--- config.mk ---
export PLATFORM = sky130hd
export DESIGN_NAME = http_request_line_parser_unit
export DESIGN_NICKNAME = d
export VERILOG_FILES = /design/src/sv/hrlp_pkg.sv /design/src/sv/http_request_line_parser_unit.sv /design/src/sv/hrlp_step.sv
export SDC_FILE = /design/constraint.sdc
export NUM_CORES = 1
export LEC_CHECK = 0
export BUFFER_PORTS_ARGS = -buffer_cell sky130_fd_sc_hd__buf_2
export CORE_MARGIN = 5
export CORE_UTILIZATION = 36
export CTS_CLUSTER_DIAMETER = 120
export DETAILED_ROUTE_END_ITERATION = 7
export HOLD_SLACK_MARGIN = 0.05
export SLEW_MARGIN = 10
export SYNTH_ARGS = -nofsm -noshare
export SYNTH_HDL_FRONTEND = slang
export SYNTH_SLANG_ARGS = --single-unit
export TNS_END_PERCENT = 50
--- constraint.sdc ---
create_clock -name clk -period 4.6 [get_ports clk]
set_clock_uncertainty 0.2 [all_clocks]
set_input_delay 0.46 -clock clk [delete_from_list [all_inputs] [get_ports clk]]
set_output_delay 0.46 -clock clk [all_outputs]
set_load 0.1 [all_outputs]
--- src/sv/hrlp_pkg.sv ---
// Package for the HTTP request line parser.
// Holds the parse phase, status and method codes, the per-line state record
// and the result record. It depends on nothing else.
`default_nettype none

package hrlp_pkg;

  localparam int unsigned OFF_W = 13;

  typedef logic [OFF_W-1:0] offset_t;

  typedef enum logic [3:0] {
    PH_START   = 4'd0,
    PH_METHOD  = 4'd1,
    PH_SP_URI  = 4'd2,
    PH_URI     = 4'd3,
    PH_SP_HTTP = 4'd4,
    PH_H       = 4'd5,
    PH_HT      = 4'd6,
    PH_HTT     = 4'd7,
    PH_HTTP    = 4'd8,
    PH_MAJ1    = 4'd9,
    PH_MAJ     = 4'd10,
    PH_MIN1    = 4'd11,
    PH_MIN     = 4'd12,
    PH_SP_END  = 4'd13,
    PH_ALMOST  = 4'd14
  } phase_t;

  typedef enum logic [1:0] {
    ST_DONE        = 2'd0,
    ST_BAD_METHOD  = 2'd1,
    ST_BAD_REQUEST = 2'd2
  } status_t;

  typedef enum logic [1:0] {
    M_GET     = 2'd0,
    M_POST    = 2'd1,
    M_HEAD    = 2'd2,
    M_UNKNOWN = 2'd3
  } method_t;

  localparam logic [2:0] METHOD_LEN_MAX = 3'd5;

  typedef struct packed {
    phase_t          phase;
    offset_t         start_offset;
    logic [3:0][7:0] method_chars;
    logic [2:0]      method_len;
    offset_t         uri_start_offset;
    offset_t         uri_end_offset;
    method_t         method_code;
    logic [7:0]      major_acc;
    logic [7:0]      minor_acc;
    logic            saw_cr;
  } line_state_t;

  localparam line_state_t LINE_RESET = '{
    phase:            PH_START,
    start_offset:     '0,
    method_chars:     '0,
    method_len:       '0,
    uri_start_offset: '0,
    uri_end_offset:   '0,
    method_code:      M_UNKNOWN,
    major_acc:        '0,
    minor_acc:        '0,
    saw_cr:           1'b0
  };

  typedef struct packed {
    status_t    status;
    method_t    method;
    offset_t    line_start;
    offset_t    uri_begin;
    offset_t    uri_finish;
    offset_t    line_finish;
    logic [7:0] version_major;
    logic [7:0] version_minor;
  } result_t;

endpackage

`default_nettype wire

--- src/sv/http_request_line_parser_unit.sv ---
// A transferred byte is held in byte_reg; its result is then registered in res.
// Throughput: one byte per cycle unless a held result stalls the byte stage.
// Result stall backs up into the byte register and then into req_stall.
// Reset clears the parse state, the byte offset counter and both valid flags.
// Top level of the HTTP request line parser. Uses hrlp_pkg and hrlp_step.
`default_nettype none

module http_request_line_parser_unit
  import hrlp_pkg::*;
(
  input  logic             clk,
  input  logic             rst,
  input  logic             req_valid,
  output logic             req_stall,
  input  logic [7:0]       byte_in,
  output logic             res_valid,
  input  logic             res_stall,
  output logic [1:0]       status,
  output logic [1:0]       method,
  output logic [OFF_W-1:0] line_start,
  output logic [OFF_W-1:0] uri_begin,
  output logic [OFF_W-1:0] uri_finish,
  output logic [OFF_W-1:0] line_finish,
  output logic [7:0]       version_major,
  output logic [7:0]       version_minor
);

  logic        byte_valid;
  logic [7:0]  byte_reg;
  offset_t     byte_position;
  line_state_t line;
  line_state_t line_next;
  logic        emit;
  result_t     step_result;
  result_t     res;
  logic        advance;
  logic        req_take;

  assign advance   = byte_valid && (!res_valid || !res_stall);
  assign req_stall = byte_valid && !advance;
  assign req_take  = req_valid && !req_stall;

  hrlp_step u_step (
    .cur     (line),
    .byte_in (byte_reg),
    .pos     (byte_position),
    .nxt     (line_next),
    .emit    (emit),
    .result  (step_result)
  );

  always_ff @(posedge clk) begin
    if (rst) begin
      byte_valid    <= 1'b0;
      byte_position <= '0;
      line          <= LINE_RESET;
      res_valid     <= 1'b0;
    end else begin
      byte_valid <= req_take || (byte_valid && !advance);
      res_valid  <= (advance && emit) || (res_valid && res_stall);
      if (advance) begin
        byte_position <= byte_position + 1'b1;
        line          <= line_next;
      end
    end
  end

  always_ff @(posedge clk) begin
    if (req_take) begin
      byte_reg <= byte_in;
    end
    if (advance && emit) begin
      res <= step_result;
    end
  end

  assign status        = res.status;
  assign method        = res.method;
  assign line_start    = res.line_start;
  assign uri_begin     = res.uri_begin;
  assign uri_finish    = res.uri_finish;
  assign line_finish   = res.line_finish;
  assign version_major = res.version_major;
  assign version_minor = res.version_minor;

`ifndef ASSERT_OFF
  a_restart_after_result: assert property (@(posedge clk) disable iff (rst)
    (advance && emit) |=> (line.phase == PH_START))
    else $error("parser did not return to the start phase after a result");

  a_method_len_bound: assert property (@(posedge clk) disable iff (rst)
    line.method_len <= METHOD_LEN_MAX)
    else $error("method length counter ran past its limit");

  a_stall_needs_byte: assert property (@(posedge clk) disable iff (rst)
    req_stall |-> byte_valid)
    else $error("input stalled with an empty byte register");

  a_result_status_legal: assert property (@(posedge clk) disable iff (rst)
    res_valid |-> (res.status == ST_DONE || res.status == ST_BAD_METHOD ||
                   res.status == ST_BAD_REQUEST))
    else $error("result carries an undefined status");

  a_offset_advances: assert property (@(posedge clk) disable iff (rst)
    advance |=> (byte_position == $past(byte_position) + 1'b1))
    else $error("byte offset did not advance with a processed byte");
`endif

endmodule

`default_nettype wire

--- src/sv/hrlp_step.sv ---
// Next-state logic of the request line parser for one byte.
// Combinational: takes the per-line state, the byte and its offset, and gives
// the next state and a result when the line ends or breaks. Uses hrlp_pkg.
`default_nettype none

module hrlp_step
  import hrlp_pkg::*;
(
  input  line_state_t cur,
  input  logic [7:0]  byte_in,
  input  offset_t     pos,
  output line_state_t nxt,
  output logic        emit,
  output result_t     result
);

  localparam logic [7:0] CH_LF    = 8'h0A;
  localparam logic [7:0] CH_CR    = 8'h0D;
  localparam logic [7:0] CH_SPACE = 8'h20;
  localparam logic [7:0] CH_DOT   = 8'h2E;
  localparam logic [7:0] CH_SLASH = 8'h2F;
  localparam logic [7:0] CH_0     = 8'h30;
  localparam logic [7:0] CH_1     = 8'h31;
  localparam logic [7:0] CH_9     = 8'h39;
  localparam logic [7:0] CH_A     = 8'h41;
  localparam logic [7:0] CH_D     = 8'h44;
  localparam logic [7:0] CH_E     = 8'h45;
  localparam logic [7:0] CH_G     = 8'h47;
  localparam logic [7:0] CH_H     = 8'h48;
  localparam logic [7:0] CH_O     = 8'h4F;
  localparam logic [7:0] CH_P     = 8'h50;
  localparam logic [7:0] CH_S     = 8'h53;
  localparam logic [7:0] CH_T     = 8'h54;
  localparam logic [7:0] CH_Z     = 8'h5A;
  localparam logic [7:0] CH_UNDER = 8'h5F;

  function automatic logic is_method_char(input logic [7:0] c);
    return ((c >= CH_A) && (c <= CH_Z)) || (c == CH_UNDER);
  endfunction

  function automatic logic is_digit(input logic [7:0] c);
    return (c >= CH_0) && (c <= CH_9);
  endfunction

  function automatic logic [7:0] sat_acc(input logic [7:0] acc, input logic [7:0] c);
    logic [11:0] v;
    v = ({4'b0, acc} << 3) + ({4'b0, acc} << 1) + {8'b0, c[3:0]};
    return (v > 12'd255) ? 8'hFF : v[7:0];
  endfunction

  function automatic method_t match_method(input logic [3:0][7:0] m,
                                           input logic [2:0] len);
    method_t code;
    code = M_UNKNOWN;
    if ((len == 3'd3) && (m[0] == CH_G) && (m[1] == CH_E) && (m[2] == CH_T)) begin
      code = M_GET;
    end else if ((len == 3'd4) && (m[0] == CH_P) && (m[1] == CH_O) &&
                 (m[2] == CH_S) && (m[3] == CH_T)) begin
      code = M_POST;
    end else if ((len == 3'd4) && (m[0] == CH_H) && (m[1] == CH_E) &&
                 (m[2] == CH_A) && (m[3] == CH_D)) begin
      code = M_HEAD;
    end
    return code;
  endfunction

  line_state_t upd;
  status_t     status;
  offset_t     prev;

  assign prev = pos - 1'b1;

  always_comb begin
    upd    = cur;
    emit   = 1'b0;
    status = ST_DONE;
    unique case (cur.phase)
      PH_START: begin
        upd.start_offset = pos;
        if ((byte_in == CH_CR) || (byte_in == CH_LF)) begin
          upd.phase = PH_START;
        end else if (!is_method_char(byte_in)) begin
          emit   = 1'b1;
          status = ST_BAD_METHOD;
        end else begin
          upd.method_chars[0] = byte_in;
          upd.method_len      = 3'd1;
          upd.phase           = PH_METHOD;
        end
      end
      PH_METHOD: begin
        if (byte_in == CH_SPACE) begin
          upd.method_code = match_method(cur.method_chars, cur.method_len);
          upd.phase       = PH_SP_URI;
        end else if (!is_method_char(byte_in)) begin
          emit   = 1'b1;
          status = ST_BAD_METHOD;
        end else begin
          if (cur.method_len < 3'd4) begin
            upd.method_chars[cur.method_len[1:0]] = byte_in;
          end
          if (cur.method_len < METHOD_LEN_MAX) begin
            upd.method_len = cur.method_len + 3'd1;
          end
        end
      end
      PH_SP_URI: begin
        if (byte_in == CH_SLASH) begin
          upd.uri_start_offset = pos;
          upd.phase            = PH_URI;
        end else if (byte_in != CH_SPACE) begin
          emit   = 1'b1;
          status = ST_BAD_REQUEST;
        end
      end
      PH_URI: begin
        if (byte_in == CH_SPACE) begin
          upd.uri_end_offset = pos;
          upd.phase          = PH_SP_HTTP;
        end
      end
      PH_SP_HTTP: begin
        if (byte_in == CH_H) begin
          upd.phase = PH_H;
        end else if (byte_in != CH_SPACE) begin
          emit   = 1'b1;
          status = ST_BAD_REQUEST;
        end
      end
      PH_H: begin
        if (byte_in == CH_T) begin
          upd.phase = PH_HT;
        end else begin
          emit   = 1'b1;
          status = ST_BAD_REQUEST;
        end
      end
      PH_HT: begin
        if (byte_in == CH_T) begin
          upd.phase = PH_HTT;
        end else begin
          emit   = 1'b1;
          status = ST_BAD_REQUEST;
        end
      end
      PH_HTT: begin
        if (byte_in == CH_P) begin
          upd.phase = PH_HTTP;
        end else begin
          emit   = 1'b1;
          status = ST_BAD_REQUEST;
        end
      end
      PH_HTTP: begin
        if (byte_in == CH_SLASH) begin
          upd.phase = PH_MAJ1;
        end else begin
          emit   = 1'b1;
          status = ST_BAD_REQUEST;
        end
      end
      PH_MAJ1: begin
        if ((byte_in < CH_1) || (byte_in > CH_9)) begin
          emit   = 1'b1;
          status = ST_BAD_REQUEST;
        end else begin
          upd.major_acc = {4'b0, byte_in[3:0]};
          upd.phase     = PH_MAJ;
        end
      end
      PH_MAJ: begin
        if (byte_in == CH_DOT) begin
          upd.phase = PH_MIN1;
        end else if (is_digit(byte_in)) begin
          upd.major_acc = sat_acc(cur.major_acc, byte_in);
        end else begin
          emit   = 1'b1;
          status = ST_BAD_REQUEST;
        end
      end
      PH_MIN1: begin
        if (!is_digit(byte_in)) begin
          emit   = 1'b1;
          status = ST_BAD_REQUEST;
        end else begin
          upd.minor_acc = {4'b0, byte_in[3:0]};
          upd.phase     = PH_MIN;
        end
      end
      PH_MIN: begin
        if (byte_in == CH_CR) begin
          upd.saw_cr = 1'b1;
          upd.phase  = PH_ALMOST;
        end else if (byte_in == CH_LF) begin
          emit = 1'b1;
        end else if (byte_in == CH_SPACE) begin
          upd.phase = PH_SP_END;
        end else if (is_digit(byte_in)) begin
          upd.minor_acc = sat_acc(cur.minor_acc, byte_in);
        end else begin
          emit   = 1'b1;
          status = ST_BAD_REQUEST;
        end
      end
      PH_SP_END: begin
        if (byte_in == CH_CR) begin
          upd.saw_cr = 1'b1;
          upd.phase  = PH_ALMOST;
        end else if (byte_in == CH_LF) begin
          emit = 1'b1;
        end else if (byte_in != CH_SPACE) begin
          emit   = 1'b1;
          status = ST_BAD_REQUEST;
        end
      end
      PH_ALMOST: begin
        emit = 1'b1;
        if (byte_in != CH_LF) begin
          status = ST_BAD_REQUEST;
        end
      end
      default: begin
        upd.phase = PH_START;
      end
    endcase
  end

  always_comb begin
    result.status        = status;
    result.method        = upd.method_code;
    result.line_start    = upd.start_offset;
    result.uri_begin     = upd.uri_start_offset;
    result.uri_finish    = upd.uri_end_offset;
    result.line_finish   = ((status == ST_DONE) && upd.saw_cr) ? prev : pos;
    result.version_major = upd.major_acc;
    result.version_minor = upd.minor_acc;
    nxt = emit ? LINE_RESET : upd;
  end

endmodule

`default_nettype wire
==> results of run 1 <==
## cell families after synthesis
| kind of cell | synth area share [%] |
|---|---|
| AO/OA/AOI/OAI | 13.70 |
| XOR/XNOR | 2.393 |
| adder cells (fa/ha/maj) | 5.707 |
| buffers and inverters | 3.984 |
| flip-flops | 48.81 |
| multiplexers | 4.615 |
| AND/OR/NAND/NOR | 20.79 |
## worst max-delay path, cell delays in order (launching register included)
cell and delay, ns:
edfxtp_1 0.61, buf_4 0.26, or3b_2 0.48, a2111oi_4 0.28, o32ai_1 0.15, nand4bb_1 0.43
nor3_1 0.52, buf_4 0.29, nand4_1 0.12, xnor2_1 0.18
## through the flow
stage          setup WS (ns)  hold WS [ns]  std cells
5_1_grt               0.5225        0.1724       1390
4_1_cts               0.8309        0.1297       1390
3_3_place_gp          0.9224        0.2328       1349
2_1_floorplan         0.3348        0.2214        975
3_5_place_dp          0.8658        0.2406       1349
6_report              0.8109        0.1419       1390
## power by group
part / switching, uW / internal (uW) / leakage (uW) / total (uW)
registers: 27.3 / 1800 / 0.00168 / 1830
clock network: 773 / 739 / 0.000287 / 1510
logic: 312 / 62.9 / 0.00219 / 375
total: 1110 / 2610 / 0.00415 / 3720
## worst min-delay path by stage
| stage | from | to | slack (ns) | cells past startpoint |
|---|---|---|---|---|
| after global placement | line[54] | line[54] | 0.23 | 2 |
| after floorplan | line[54] | line[54] | 0.22 | 2 |
| final | res_stall | res_valid | 0.14 | 3 |
| after detailed placement | line[86] | line[86] | 0.24 | 2 |
| after CTS | res_stall | res_valid | 0.13 | 3 |
| after global routing | res_stall | res_valid | 0.17 | 3 |
## cell usage in the layout (no fill, tap or decap), types with 10 or more instances in the layout
cell type / synthesis / routed
a21o_1: 11 / 11
a21oi_1: 88 / 88
a31oi_1: 12 / 12
and3_1: 14 / 14
buf_2: 9 / 84
buf_4: 0 / 20
clkbuf_16: 0 / 17
dfxtp_1: 112 / 112
edfxtp_1: 80 / 80
ha_1: 37 / 37
inv_1: 27 / 26
mux2_2: 39 / 39
nand2_1: 117 / 116
nand2b_1: 10 / 10
nand3_1: 76 / 76
nand3b_1: 11 / 11
nand4_1: 14 / 14
nor2_1: 41 / 40
nor2b_1: 10 / 10
nor3_1: 11 / 10
o21ai_0: 25 / 24
or3_1: 11 / 11
xnor2_1: 16 / 16
xor2_1: 10 / 10
## metal layers
metal	GRT usage (%)	vias to the layer above
li1	-	3701
met1	21.65	3613
met2	25.84	185
met3	3.231	35
met4	5.051	0
met5	0	-
## area by class of cell
type	instances	share of cell area, %
inverters	27	0.9224
clock inverters	15	1.651
repair buffers	115	6.377
well taps	335	3.815
clock buffers	17	3.872
flip-flops and latches	192	42.27
multi-input cells	689	41.09
==> out/results.ini, run 1 <==
[yosys]
yosysMostFrequentCell = nand2_1
synth_area_leader_cell = edfxtp_1
synth_edf_count = 80
syn_inst = 975
async_flop_share_pct = 0
synth_seq_cells = 192
synth_top_area_share_pct = 25.25
synth.avg_cell_area_sq_um = 9.759
synth_warnings = 0
yosys-top-cells-area = edfxtp_1, dfxtp_1, ha_1
ys_seq_area_share_pct = 48.81
ys.flop_type = dfxtp_1
yosysUniqueCellTypes = 72
synth_common_cells = nand2_1, dfxtp_1, a21oi_1, edfxtp_1, nand3_1
synth_nets = 1028
syn_area_sq_um = 9515

[floorplan]
io_pins = 86
row_count = 59
die_w_um = 172.6
dieArea_sq_um = 29780
dieHeight_um = 172.6
coreArea_sq_um = 26060
start_util_pct = 36.52

[run]
drv_cap = 0

[clocking]
clock_latency_ns = 0.45
numCtsBuffers = 17
path_clk_slew_ns = 0.08
postCtsSetupRepairBufs = 0
cts_sinks = 192
htreeDepth = 4
cts_hold_buf = 9
cts_root_buf = clkbuf_16
cts_buffer_depth = 2
cts_resized = 0
cts_tree = done

[final_layout]
fin_nets = 1095
n_antenna_cell = 0
fin_area_sq_um = 10990
largest_reg_flops = 97
multiInputGateArea_sq_um = 4514
final_layout_size_suffix_gt1_share_pct = 18.29
regArea_sq_um = 4644
syn2layout_area_growth_pct = 15.46
top_register = line
postLayoutCoreUtil_pct = 42.16
nFillCells = 2521

[sta]
min_period_ns = 3.789
hold_viol_final = 0
final-max-slew-violation-count = 0
setup_tns_ns = 0
maxSlewHeadroom_pct = 33.94
fmax_ghz = 0.2639
tightestPinTransition_ns = 0.9818
rsz0062_at_grt = false
setup_viol = 0
period_share_pct = 82.37

[drt]
vias = 7534
routed.top_layer = met4
ant_nets = 0
met3WireLength_mm = 1.142
drt-total-wl_mm = 24.26
dr.pass1.iters = 6
vias_per_cell = 5.420
wl_met1_mm = 11.25
drc = 0
wl_per_cell_um = 17.45
route.met2.wl_mm = 11.36
drt-initial-drc-count = 594

[worst_setup_path]
path_class = flop to flop
worstPathMaxFanout = 14
r2r_start = byte_reg[3]
endpoint = line_finish[11]
arrival_ns = 3.77
timing.rr.end = line_finish[11]
cp.required_ns = 4.58
reg2regPathDepth = 9
cp-end-kind = flop
cp-startpoint = byte_reg[3]
ff2ff_setup_slack_ns = 0.81
critPathLaunchType = flop

[global_route]
grt-ovfl-total = 0
grt_usage_pct = 16.00
grt_pass1_wl_mm = 39.61
antenna_found_initial = 0
grt_start_max_net_pins = 73
grt_pass1_vias = 7328

[placement]
dpl.hpwl_mm = 16.61
portBuffers = 85
gp_congestion = 0.8873
postPlaceCellArea_sq_um = 10290

[power]
p_total_uw = 3718
ir_worst_vdd_mv = 0.2300
p_leak_uw = 0.004152
power.density_nw_per_um2 = 338.4

[outcome]
status = finished clean

[hold_path]
hp-class = input pin to flop

Note: power is estimated with default switching activity, not from simulation.
==> inputs of run 2 (changes only) <==
--- a/config.mk
+++ b/config.mk
@@ -5,6 +5,7 @@
 export SDC_FILE = /design/constraint.sdc
 export NUM_CORES = 1
 export LEC_CHECK = 0
+export ABC_AREA = 1
 export BUFFER_PORTS_ARGS = -buffer_cell sky130_fd_sc_hd__buf_2
 export CORE_MARGIN = 5
 export CORE_UTILIZATION = 36
==> constraint.sdc (replaced) <==
create_clock -name clk -period 3.35 [get_ports clk]
set_clock_uncertainty 0.2 [all_clocks]
set_input_delay 0.335 -clock clk [delete_from_list [all_inputs] [get_ports clk]]
set_output_delay 0.335 -clock clk [all_outputs]
set_load 0.1 [all_outputs]
==> run 2 against run 1 <==
Effect of this change: first-iteration DRC count grew 2.5%; synthesized cell count grew 33%; sequential share of layout area shrank 2.4 points; non-clock buffer count grew 2; clock-buffer cell count is the same; sequential cell count is the same; die area grew 5.4%; fmax grew 23%; utilization shrank 0.099 points; cell count grew 28%; critical path type unchanged; largest power group unchanged.
==> out/results.ini, run 2 <==
[power]
p_leak_uw = 0.004819  ; +16%
ir_worst_vdd_mv = 0.3218  ; +40%
power.density_nw_per_um2 = 581.7  ; +72%
p_total_uw = 6779  ; +82%

[clocking]
numCtsBuffers = 17  ; unchanged
cts_buffer_depth = 2  ; unchanged
htreeDepth = 4  ; unchanged
clock_latency_ns = 0.44  ; about the same
path_clk_slew_ns = 0.09  ; about the same
cts_root_buf = clkbuf_16
cts_sinks = 192  ; unchanged
cts_tree = done

[yosys]
syn_inst = 1298  ; +33%
syn_area_sq_um = 10060  ; +5.8%
synth_area_leader_cell = edfxtp_1
yosys-top-cells-area = edfxtp_1, dfxtp_1, nand2_1
synth.avg_cell_area_sq_um = 7.754  ; -21%
synth_top_area_share_pct = 23.87  ; -1.4 points
yosysUniqueCellTypes = 46  ; -36%
synth_nets = 1351  ; +31%
synth_edf_count = 80  ; unchanged
async_flop_share_pct = 0  ; unchanged
synth_seq_cells = 192  ; unchanged
synth_warnings = 0  ; unchanged
synth_common_cells = nand2_1, nor2_1, inv_1, dfxtp_1, a21oi_1
ys.flop_type = dfxtp_1
yosysMostFrequentCell = nand2_1
ys_seq_area_share_pct = 46.15  ; -2.7 points

[placement]
dpl.hpwl_mm = 18.15  ; +9.2%
postPlaceCellArea_sq_um = 10900  ; +5.9%
gp_congestion = 0.8787  ; -0.97%
portBuffers = 85  ; unchanged
post-place-ws_ns = 0.3201  ; -0.5457 ns

[floorplan]
dieHeight_um = 177.2  ; +2.7%
dieArea_sq_um = 31400  ; +5.4%
row_count = 61  ; +3.4%
io_pins = 86  ; unchanged
die_w_um = 177.2  ; +2.7%
start_util_pct = 36.33  ; -0.19 points
coreArea_sq_um = 27710  ; +6.3%

[outcome]
status = finished clean

[final_layout]
postLayoutCoreUtil_pct = 42.06  ; -0.099 points
layout_commonest_cell = nand2_1
largest_reg_flops = 97  ; unchanged
final_layout_size_suffix_gt1_share_pct = 12.96  ; -5.3 points
syn2layout_area_growth_pct = 15.79
fin_area_sq_um = 11650  ; +6.1%
n_antenna_cell = 0  ; unchanged
nFillCells = 2803  ; +11%
top_register = line
fin_nets = 1437  ; +31%
mostFrequentLayoutCells = nand2_1, nor2_1, inv_1

[drt]
ant_nets = 0  ; unchanged
vias = 8714  ; +16%
dr.pass1.iters = 5  ; -1
wl_per_cell_um = 14.42  ; -17%
drt-total-wl_mm = 25.60  ; +5.5%
drt-initial-drc-count = 609  ; +2.5%
drc = 0  ; unchanged
vias_per_cell = 4.909  ; -9.4%

[worst_setup_path]
worstPathMaxFanout = 19  ; +5
cp.required_ns = 3.50  ; -1.08 ns
reg2regPathDepth = 13  ; +4
critPathLaunchType = flop
cp_slowest_cell = edfxtp_1
path_class = flop to flop
max_stage_delay_ns = 0.47  ; -0.14 ns
arrival_ns = 3.22  ; -0.55 ns
cp_cell_sequence = buf_4, nand2_2, nand2_1, nor2_4, nand2_2, a21oi_2, nand3_1, nor2_4, nand2_4, nand2_4, nand2_1, o21ai_0, nor2_1
cp-end-kind = flop

[sta]
fin_ws_ns = 0.2736  ; -0.5373 ns
setup_viol = 0  ; unchanged
rsz0062_at_grt = false
hold_viol_final = 0  ; unchanged
min_period_ns = 3.076  ; -0.7127 ns
final-max-slew-violation-count = 0  ; unchanged
setup_tns_ns = 0  ; unchanged
period_share_pct = 91.83  ; +9.5 points
tightestPinTransition_ns = 0.8692  ; -0.1126 ns
maxSlewHeadroom_pct = 42.05  ; +8.1 points
fmax_ghz = 0.3251  ; +23%

[global_route]
antenna_found_initial = 0  ; unchanged
grt_usage_pct = 16.13  ; +0.13 points
grt_pass1_vias = 8027  ; +9.5%
grt-ovfl-total = 0  ; unchanged
grt_pass1_wl_mm = 41.01  ; +3.6%
grt_start_max_net_pins = 72  ; -1.4%

[hold_path]
min_path_cells = 2  ; -1
hp-class = flop to flop

[run]
drv_cap = 0  ; unchanged

run 2: cell types whose count changed in the layout (fill, tap and decap cells not counted), sizes merged, moves of 12 or more:
cell	before	now
or3	12	0
xnor2	16	2
nand2	117	386
nand3	76	64
a21oi	89	103
mux2	39	0
a31oi	12	0
nor2	41	144
inv	34	130
o21a	6	19
o21ai	26	99
and3	14	0
run 2: area by class of cell:
cell class / count / area, sq um / area share, %
repair buffers: 117 / 728.2 / 6.249
clock inverters: 15 / 226.5 / 1.943
clock buffers: 17 / 425.4 / 3.650
multi-input cells: 932 / 4681 / 40.17
well taps: 378 / 473.0 / 4.058
inverters: 124 / 474.2 / 4.069
flip-flops and latches: 192 / 4646 / 39.86
run 2: power breakdown:
| part | switching (uW) | leakage, uW | internal (uW) |
|---|---|---|---|
| clock network | 1150 | 0.000314 | 1060 |
| registers | 115 | 0.00167 | 2650 |
| logic | 1440 | 0.00283 | 359 |
| total | 2710 | 0.00482 | 4070 |
run 2: critical path, delay by kind of cell, from the launching register on:
kind,cells,cell delay (ns)
compound gates,2,0.45
buf+inv,1,0.22
flops,1,0.47
simple gates,10,1.61
run 2: logic make-up after synthesis:
group                    after synthesis  share of synthesized area (%)
AND/OR/NAND/NOR                      639                          26.93
adder cells (fa/ha/maj)               41                          5.395
XOR/XNOR                              17                          1.479
flip-flops                           192                          46.15
AO/OA/AOI/OAI                        235                          12.68
buffers and inverters                174                          7.372
run 2: final timing paths:
check | endpoint | slack (ns) | start
setup / recovery | line[74] | 0.27 | byte_reg[3]
hold / removal | line[55] | 0.25 | line[55]
setup reg to reg | line[74] | 0.27 | byte_reg[3]
hold reg to reg | line[55] | 0.25 | line[55]
run 2: repair_timing:
item | 4_1_cts | 5_1_grt
setup endpoints to repair | 0 | 2
hold buffers | 10 | 0
setup buffers | 0 | 0
resized for setup | 0 | 1
hold endpoints to repair | 10 | 0
run 2: routing by layer:
layer  track usage [%]  vias up  part of all wire [%]
li1                  -     4440                     -
met1             23.05     4029                    50
met2             25.83      228                    44
met3             2.542       17                   4.8
met4             3.611        0                  0.93
met5                 0        -                     0
run 2: stage by stage:
stage | cells | hold WS, ns
2_1_floorplan | 1298 | 0.2179
3_3_place_gp | 1733 | 0.2291
3_5_place_dp | 1733 | 0.2311
4_1_cts | 1775 | 0.2455
5_1_grt | 1775 | 0.2721
6_report | 1775 | 0.2488
